File: src/rtl/bmp8pal_pkg.sv
// types and constants of the palette bmp stream decoder
// no dependencies; imported by the front end, the queue and the top level
package bmp8pal_pkg;

	localparam int MAX_DIM       = 4096;
	localparam int PALETTE_DEPTH = 256;
	localparam int HEADER_BYTES  = 54;
	localparam int WIDTH_OFS     = 18;
	localparam int HEIGHT_OFS    = 22;
	localparam int COUNT_OFS     = 46;
	localparam int QUEUE_DEPTH   = 4;

	localparam int DIM_W     = $clog2(MAX_DIM + 1);
	localparam int HDR_W     = $clog2(HEADER_BYTES);
	localparam int PAL_CNT_W = $clog2(PALETTE_DEPTH + 1);
	localparam int PAL_AW    = $clog2(PALETTE_DEPTH);
	localparam int IDX_CMP_W = 9;
	localparam int COLOR_W   = 24;
	localparam int OUT_W     = 12;
	localparam int Q_AW      = $clog2(QUEUE_DEPTH);
	localparam int Q_CNT_W   = $clog2(QUEUE_DEPTH + 1);

	typedef enum logic [2:0] {
		PH_HEADER,
		PH_PALETTE,
		PH_PIXELS,
		PH_PADDING,
		PH_DONE,
		PH_FAULT
	} phase_t;

	typedef struct packed {
		logic             last;
		logic [OUT_W-1:0] col;
		logic [OUT_W-1:0] row;
		logic [7:0]       red;
		logic [7:0]       green;
		logic [7:0]       blue;
	} out_item_t;

	typedef struct packed {
		logic             valid;
		logic [Q_CNT_W-1:0] level;
	} q_status_t;

endpackage

File: src/rtl/bmp8pal_queue.sv
// short result queue between the front end and the output port
// depends on bmp8pal_pkg
module bmp8pal_queue (
	input  logic                   clk,
	input  logic                   arst_n,
	input  logic                   push,
	input  bmp8pal_pkg::out_item_t push_item,
	output bmp8pal_pkg::q_status_t status,
	output logic                   out_valid,
	input  logic                   out_ready,
	output bmp8pal_pkg::out_item_t out_item
);
	import bmp8pal_pkg::*;

	out_item_t          mem_q [QUEUE_DEPTH];
	logic [Q_AW-1:0]    wr_ptr_q, rd_ptr_q;
	logic [Q_CNT_W-1:0] count_q;
	logic               pop;

	assign out_valid = count_q != '0;
	assign pop       = out_valid & out_ready;
	assign out_item  = mem_q[rd_ptr_q];

	assign status.valid = out_valid;
	assign status.level = count_q;

	always_ff @(posedge clk or negedge arst_n) begin
		if (!arst_n) begin
			wr_ptr_q <= '0;
			rd_ptr_q <= '0;
			count_q  <= '0;
		end else begin
			if (push) begin
				wr_ptr_q <= wr_ptr_q + Q_AW'(1);
			end
			if (pop) begin
				rd_ptr_q <= rd_ptr_q + Q_AW'(1);
			end
			if (push && !pop) begin
				count_q <= count_q + Q_CNT_W'(1);
			end else if (pop && !push) begin
				count_q <= count_q - Q_CNT_W'(1);
			end
		end
	end

	always_ff @(posedge clk) begin
		if (push) begin
			mem_q[wr_ptr_q] <= push_item;
		end
	end

endmodule

File: config.mk
export PLATFORM = sky130hd
export DESIGN_NAME = bmp8pal_queue
export DESIGN_NICKNAME = d
export VERILOG_FILES = /design/src/rtl/bmp8pal_pkg.sv /design/src/rtl/bmp8pal_queue.sv
export SDC_FILE = /design/constraint.sdc
export NUM_CORES = 1
export LEC_CHECK = 0
export ABC_AREA = 1
export BUFFER_PORTS_ARGS = -buffer_cell sky130_fd_sc_hd__buf_2
export CAP_MARGIN = 20
export CORE_ASPECT_RATIO = 0.9
export CORE_MARGIN = 2
export CORE_UTILIZATION = 40
export DETAILED_ROUTE_END_ITERATION = 12
export PLACE_DENSITY = 0.65
export SETUP_SLACK_MARGIN = 0.2
export SYNTH_ARGS = -nofsm -noshare
export SYNTH_HDL_FRONTEND = slang
export SYNTH_SLANG_ARGS = --single-unit
File: constraint.sdc
create_clock -name clk -period 4.2 [get_ports clk]
set_input_delay 0.84 -clock clk [delete_from_list [all_inputs] [get_ports clk]]
set_output_delay 0.84 -clock clk [all_outputs]
set_load 0.05 [all_outputs]
* Yosys cells after proc, flatten, opt, wreduce, memory -nomap -nowiden
Memory sizes are Yosys's and may differ from the RTL's. Cells that the tools add are included.
Cells by class: reductions and logical operators 6, bitwise gates (word level) 1, add/sub/neg operators 4, mux-type cells 4
Operators by type and width (count):
- 2-to-1 mux 3 bit | 2
- adder 2 x 1 -> 2 bit, second input constant | 2
- adder 3 x 1 -> 3 bit, second input constant | 1
- nonzero test 3 bit | 1
- subtractor 3 x 1 -> 3 bit, second input constant | 1
- logical AND 1 bit | 2
- zero test 1 bit | 2
- 2-to-1 mux 1 bit | 2
- nonzero test 2 bit | 1
- bitwise AND 1 bit | 1
Word-level totals: memories 1, logic and storage cells 19, flip-flop bits (word level) 7, bits of input ports 53, output and inout port bits 54, bits in writable memories 196
Memory list:
- mem_q | words 4, width 49, rd ports 1, clocked after Yosys merged registers in 0, wr ports 1, line bmp8pal_queue.sv:15 | out_item_t mem_q [QUEUE_DEPTH];

* Logic depth before layout (Yosys ltp)
Gate-level depths: netlist (run 1).
depth in word-level cells 5, depth in mapped cells 11, mapped depth without buffers 11

* Least setup slack after synthesis (run 1)
Ideal clock, no wire load.
path type input to register, start input push, end memory mem_q[1][0] in the netlist's numbering, enable pin, stages on the path 3, slack 1.707 ns, path buffers 1, required time 3.797 ns, library setup time 0.403 ns, arrival 2.090 ns, path through clkbuf_1 nand2_1 inv_1
Between the ends: word-level cells in the longest chain between the ends 2
Ends and longest elaborated chain:
- from (decl) | line bmp8pal_queue.sv:6 | input logic push,
- 2-to-1 mux 1 bit | line bmp8pal_queue.sv:48 | if (push) begin
- 2-to-1 mux 1 bit (implied by the code) | line bmp8pal_queue.sv:49 | mem_q[wr_ptr_q] <= push_item;
- to (decl) | line bmp8pal_queue.sv:15
No other way between the ends.

==> results.py, run 1 <==
metrics = {
    "timing": {
        "fin_worst_skew_ps": 8.22,
        "period_share_pct": 76.3,
        "setup_slack_ps": 995,
        "rsz0062_at_grt": "false",
        "clock.fmax_ghz": 0.312,
        "fin_tns_setup_ps": 0,
        "holdWs_ps": 175,
        "tightestPinTransition_ps": 971,
        "finalSetupViolations": 0,
        "slew_violations": 0,
        "maxSlewHeadroom_pct": 35.1,
        "post-route-min-period_ps": 3200,
        "finalHoldViolCount": 0,
    },
    "routing": {
        "routed_wl_mm": 15.4,
        "viasPerCell": 4.78,
        "drt-pass1-iter-count": 4,
        "final_antenna_net_count": 0,
        "vias": 4797,
        "drc": 0,
        "wl_per_cell_um": 15.4,
        "drt_iter0_drc": 293,
    },
    "setup_path": {
        "critical_path_cell_count": 6,
        "cp_max_fo": 96,
        "crit_buf_inv": 3,
        "cp-start-kind": "flop",
        "path_class": "reg2out",
        "required_ps": 3360,
        "endpoint_kind": "primary output",
        "max_stage_delay_ps": 480,
        "path_delay_family": "buffers and inverters",
        "slowest_stage": "inv_6",
        "ff2ff_path_depth": 5,
        "arrival_ps": 2360,
        "crit_chain": "inv_6 -> buf_4 -> nand2_1 -> o211ai_1 -> nand2_1 -> buf_2",
        "crit_top_cell": "nand2_1",
    },
    "synth": {
        "syn_nets": 686,
        "ys_seq_area_share_pct": 74.3,
        "synth_area_um2": 8160,
        "avgSynthCellArea_um2": 13.0,
        "ys_types": 18,
        "ys_seq_elements": 203,
        "synth_warnings": 0,
        "synthCells": 627,
    },
    "floorplan": {
        "die_h_um": 139,
        "core_um2": 20000,
        "io_pins": 107,
        "num_rows": 49,
        "dieArea_um2": 21600,
        "die_w_um": 155,
        "initial_utilization_pct": 40.8,
    },
    "status": {
        "status": "finished clean",
    },
    "global_routing": {
        "overflow": 0,
        "grt-busiest-layer": "met2",
        "track_usage_pct": 14.3,
        "use_met1_pct": 18.7,
        "grt_start_max_net_pins": 97,
        "met3_usage_pct": 3.08,
        "antenna_found_initial": 1,
        "grt_pass1_vias": 4534,
        "met2_usage_pct": 24.3,
        "grt_pass1_wl_mm": 24.1,
    },
    "cts": {
        "cts_sinks": 203,
        "worst_setup_hold_path_clk_slew_ps": 60,
        "htreeDepth": 1,
        "cts-resized-gates": 0,
        "cts_hold_buf": 0,
        "clock_path_buffers": 3,
        "cts_tree": "built",
        "cts_buffers": 22,
        "insertion_delay_ps": 500,
        "cts_setup_buffers": 0,
        "cts_root_buf": "clkbuf_16",
    },
    "place": {
        "gp_congestion": 0.690,
        "port_buffers": 106,
        "dp_slack_ps": 1490,
        "dp_hpwl_mm": 9.01,
    },
    "power_and_ir_drop": {
        "p_leak_nw": 3.93,
        "ir_drop_mv": 0.444,
        "powerDensity_nw_per_um2": 823,
    },
    "finish": {
        "mostFrequentLayoutCells": "edfxtp_1, nand2_1, buf_2, inv_1, o211ai_1",
        "syn_to_final_growth_pct": 17.8,
        "utilization_pct": 48.1,
        "fillers": 1784,
        "final_common_cell": "edfxtp_1",
        "finalNetCount": 791,
        "layout-drive-gt1-share_pct": 20.5,
    },
    "min_path": {
        "holdCritPathClass": "in2async",
    },
    "job": {
        "maxCapViolCount": 0,
    },
}
-- flip-flops by register name, indices dropped and copies added, names as in the netlist --
name and flops:
mem_q 196, rd_ptr_q 2, wr_ptr_q 2, count_q 3
-- report_power, final --
group          leakage, nW  switching, mW  total [mW]  internal (mW)
clock                0.340          0.741        1.86           1.12
sequential            1.88          0.103        2.76           2.65
combinational         1.70           2.59        3.30          0.711
-- area by class of cell --
cell class | count | area (µm²) | share of cell area, %
sequential | 203 | 6060 | 63.1
inverter | 111 | 422 | 4.39
multi-input combinational | 279 | 1490 | 15.5
timing repair buffer | 115 | 611 | 6.35
clock buffer | 27 | 591 | 6.14
tap | 255 | 319 | 3.32
antenna | 1 | 2.50 | 0.0260
clock inverter | 13 | 114 | 1.18
-- kinds of logic after synthesis --
| kind of cell | count (synthesis) | share of synthesized area, % |
|---|---|---|
| AO/OA/AOI/OAI | 99 | 9.08 |
| adder cells (fa/ha/maj) | 6 | 1.01 |
| XOR/XNOR | 2 | 0.215 |
| flip-flops | 203 | 74.3 |
| buffers and inverters | 145 | 7.42 |
| AND/OR/NAND/NOR | 172 | 7.99 |
-- metrics by stage --
step	instance area, µm²	power [mW]	cells
floorplan	8160	5.40	627
global placement	8910	6.11	963
detailed placement	8910	6.15	963
CTS	9610	8.04	1003
global route	9610	8.36	1003
finish	9610	7.91	1004
-- synth_stat cells --
master    number  area [µm²]
buf_4          3        22.5
ha_1           5        62.6
nand4_1        1        6.26
o21ai_1        1        5.00
xnor2_1        1        8.76
buf_2         16        80.1
xor2_1         1        8.76
nand2_1      167         627
inv_2          2        7.51
inv_1        109         409
nor2_1         1        3.75
buf_6          4        45.0
fa_1           1        20.0
dfrtp_1        7         175
o211ai_1      98         736
edfxtp_1     196        5890
clkbuf_1      11        41.3
nand3_1        3        15.0
-- path summary, 6_finish.rpt --
| path | slack, ps | from | to |
|---|---|---|---|
| max in group asynchronous | 3850 | arst_n | rd_ptr_q[1] |
| worst min register to register | 500 | count_q[2] | count_q[2] |
| worst max register to register | 2160 | wr_ptr_q[0] | mem_q[2][15] |
| min in group clk | 500 | count_q[2] | count_q[2] |
| worst max-delay path | 1000 | rd_ptr_q[0] | out_item[31] |
| worst min-delay path | 170 | arst_n | count_q[2] |
-- worst reg2reg max path: cells and delay by family (launching register included) --
kind	cells	cell delay, ps
adder cells (fa/ha/maj)	1	140
AND/OR/NAND/NOR	1	60
buffers and inverters	3	1060
flip-flops	1	420
-- per-layer routing --
metal  up-vias  part of all wire (%)
li1       2390                     -
met2       121                    49
met3        21                   5.9
met4         2                   1.7
met1      2263                    43
met5         -                 0.045
Note: power is estimated with default switching activity, not from simulation.
==> run 2, diff against run 1 <==
- ABC_AREA: 1 -> 0
- clock period: 4.2 -> 3.34 ns (I/O delays scaled with it)
==> run 2 against run 1 <==
Count of clock-buffer cells in the layout decreased by 2. First-iteration DRC count decreased by 48%. Synthesized cell count fell by 54%. Core utilization is 1.4 points higher. Worst hold slack improved by 210 ps. Sequential share of layout area grew 3.5 points. Setup slack worse by 500 ps. Wire length down 14%. Combinational power rose by 6.4%. Area after synthesis fell by 7.8%. Highest routed layer is now met4.
==> results.py, run 2 <==
metrics = {
    "synth": {
        "synth_ff_type": "edfxtp_1",
        "yosys.area_share.xor_xnor_pct": 0.698,
        "syn_nets": 350,
        "synthMuxAreaShare_pct": 14.9,
        "async_flop_share_pct": 3.45,
        "synth_top_area_share_pct": 78.2,
        "ys_seq_area_share_pct": 80.5,
        "yosys.area_share.simple_pct": 0.632,
        "synth_area_leaders": "edfxtp_1, mux4_2, dfrtp_1",
        "synth_warnings": 0,
        "synth_common_cells": "edfxtp_1, mux4_2, dfrtp_1",
        "synth_most_common_cell": "edfxtp_1",
        "avgSynthCellArea_um2": 25.9,
        "yosys.area_share.adder_pct": 1.10,
        "yosysTopAreaCell": "edfxtp_1",
        "synth_area_um2": 7530,
        "ys_types": 21,
        "ys_seq_elements": 203,
        "synth_top_family_by_area": "multiplexers",
        "synth_edf_count": 196,
        "synthCells": 291,
        "synth_compound_area_share_pct": 0.0665,
    },
    "global_routing": {
        "grt_pass1_vias": 3732,
        "track_usage_pct": 13.6,
        "grt_pass1_wl_mm": 20.6,
        "antenna_found_initial": 0,
        "grt_start_max_net_pins": 32,
        "overflow": 0,
    },
    "routing": {
        "drt_iter0_drc": 152,
        "routed_wl_mm": 13.3,
        "wl_per_cell_um": 19.6,
        "drc": 0,
        "vias": 3363,
        "drt-pass1-iter-count": 4,
        "final_antenna_net_count": 0,
        "viasPerCell": 4.95,
    },
    "floorplan": {
        "core_um2": 18400,
        "dieArea_um2": 19900,
        "die_h_um": 134,
        "num_rows": 47,
        "io_pins": 107,
        "initial_utilization_pct": 40.9,
        "die_w_um": 149,
    },
    "place": {
        "dp_hpwl_mm": 8.11,
        "gp_congestion": 0.691,
        "port_buffers": 106,
    },
    "cts": {
        "cts_setup_buffers": 0,
        "cts_root_buf": "clkbuf_16",
        "htreeDepth": 1,
        "cts_buffers": 22,
        "cts_tree": "built",
        "clock_path_buffers": 3,
        "cts_sinks": 203,
        "worst_setup_hold_path_clk_slew_ps": 60,
        "insertion_delay_ps": 490,
    },
    "power_and_ir_drop": {
        "power_mw": 9.52,
        "p_leak_nw": 3.15,
        "powerDensity_nw_per_um2": 1040,
        "ir_drop_mv": 0.486,
    },
    "timing": {
        "fin_tns_setup_ps": 0,
        "post-route-min-period_ps": 2840,
        "maxSlewHeadroom_pct": 52.7,
        "slew_violations": 0,
        "finalHoldViolCount": 0,
        "period_share_pct": 85.1,
        "fin_worst_skew_ps": 8.93,
        "rsz0062_at_grt": "false",
        "tightestPinTransition_ps": 710,
        "holdWs_ps": 387,
        "finalSetupViolations": 0,
        "clock.fmax_ghz": 0.352,
    },
    "setup_path": {
        "cp-start-kind": "flop",
        "ff2ff_path_depth": 8,
        "arrival_ps": 2170,
        "r2r_slack_ps": 1200,
        "required_ps": 2670,
        "reg2reg_to": "count_q[2]",
        "path_class": "reg2out",
        "cp_max_fo": 26,
        "r2r-start": "count_q[0]",
        "endpoint_kind": "primary output",
    },
    "finish": {
        "largest_reg_flops": 196,
        "syn_to_final_growth_pct": 21.1,
        "mostFrequentLayoutCells": "edfxtp_1, buf_2, mux4_2, clkbuf_16",
        "layout-drive-gt1-share_pct": 47.2,
        "multi_input_area_um2": 1310,
        "fillers": 1466,
        "final_common_cell": "edfxtp_1",
        "regMostFlops": "mem_q",
        "antennaDiodeCount": 0,
        "finalNetCount": 477,
        "seqCellArea_um2": 6070,
        "reg_top3": "mem_q x196, count_q x3",
    },
    "min_path": {
        "holdCritPathClass": "in2reg",
        "hold_end": "mem_q[1][25]",
        "min_from": "push_item[25]",
        "hold_path_depth": 1,
    },
    "job": {
        "maxCapViolCount": 0,
    },
    "status": {
        "status": "finished clean",
    },
}
[run 2: cell types whose count changed after synthesis, sizes merged, moves of 10 or more]
cell | previous run | this run
o211ai | 98 | 0
clkbuf | 11 | 1
nand2 | 167 | 2
buf | 23 | 12
inv | 111 | 3
mux4 | 0 | 49
[run 2: final cells by class]
class / count / area share (%)
Multi-Input combinational cell: 72 / 14.4
Sequential cell: 203 / 66.5
Timing Repair Buffer: 116 / 7.22
Tap cell: 245 / 3.36
Clock inverter: 15 / 1.96
Clock buffer: 25 / 6.40
Inverter: 3 / 0.124
[run 2: worst max-delay path: stages (launching register included)]
cell and delay (ps):
dfrtp_2 780, buf_12 290, mux4_2 340, buf_2 230
[run 2: metal layers]
| metal | GRT usage (%) | vias to the layer above | routed length (µm) |
|---|---|---|---|
| met5 | 0 | - | 0 |
| met4 | 3.81 | 0 | 352 |
| met3 | 3.47 | 25 | 734 |
| met2 | 24.2 | 90 | 6890 |
| met1 | 16.7 | 1759 | 5300 |
| li1 | - | 1489 | - |
[run 2: what timing repair did]
item	CTS	global route
resized for setup	0	0
endpoints found under the hold margin	7	0
hold buffers	1	0
[run 2: worst max-delay path by stage]
stage	start	endpoint	slack, ps	cells past startpoint
2_1_floorplan	count_q[0]	count_q[2]	780	8
3_3_place_gp	rd_ptr_q[1]	out_item[29]	970	3
3_5_place_dp	rd_ptr_q[1]	out_item[34]	1000	3
4_1_cts	rd_ptr_q[1]	out_item[34]	450	3
5_1_grt	rd_ptr_q[1]	out_item[37]	410	3
6_report	rd_ptr_q[1]	out_item[34]	500	3
[run 2: kinds of logic (layout without fill, tap and decap cells)]
family	count (synthesis)	count (layout)
mux	50	50
xor+xnor	6	6
compound gates	1	1
buf+inv	16	159
simple gates	9	9
fa+ha+maj	6	6
flops	203	203
[run 2: through the flow]
stage | util, % | area [µm²] | instances | setup WS, ps
global route | 49.5 | 9110 | 679 | 414
detailed placement | 45.3 | 8340 | 638 | 997
CTS | 49.5 | 9110 | 679 | 454
finish | 49.5 | 9110 | 679 | 499
global placement | 45.3 | 8340 | 638 | 966
floorplan | - | 7530 | 291 | 784
[run 2: where the power goes]
group,switching (mW),leakage (nW),internal [mW]
registers,0.205,1.88,3.34
clock network,0.906,0.367,1.56
logic,2.43,0.906,1.08
total,3.54,3.15,5.98
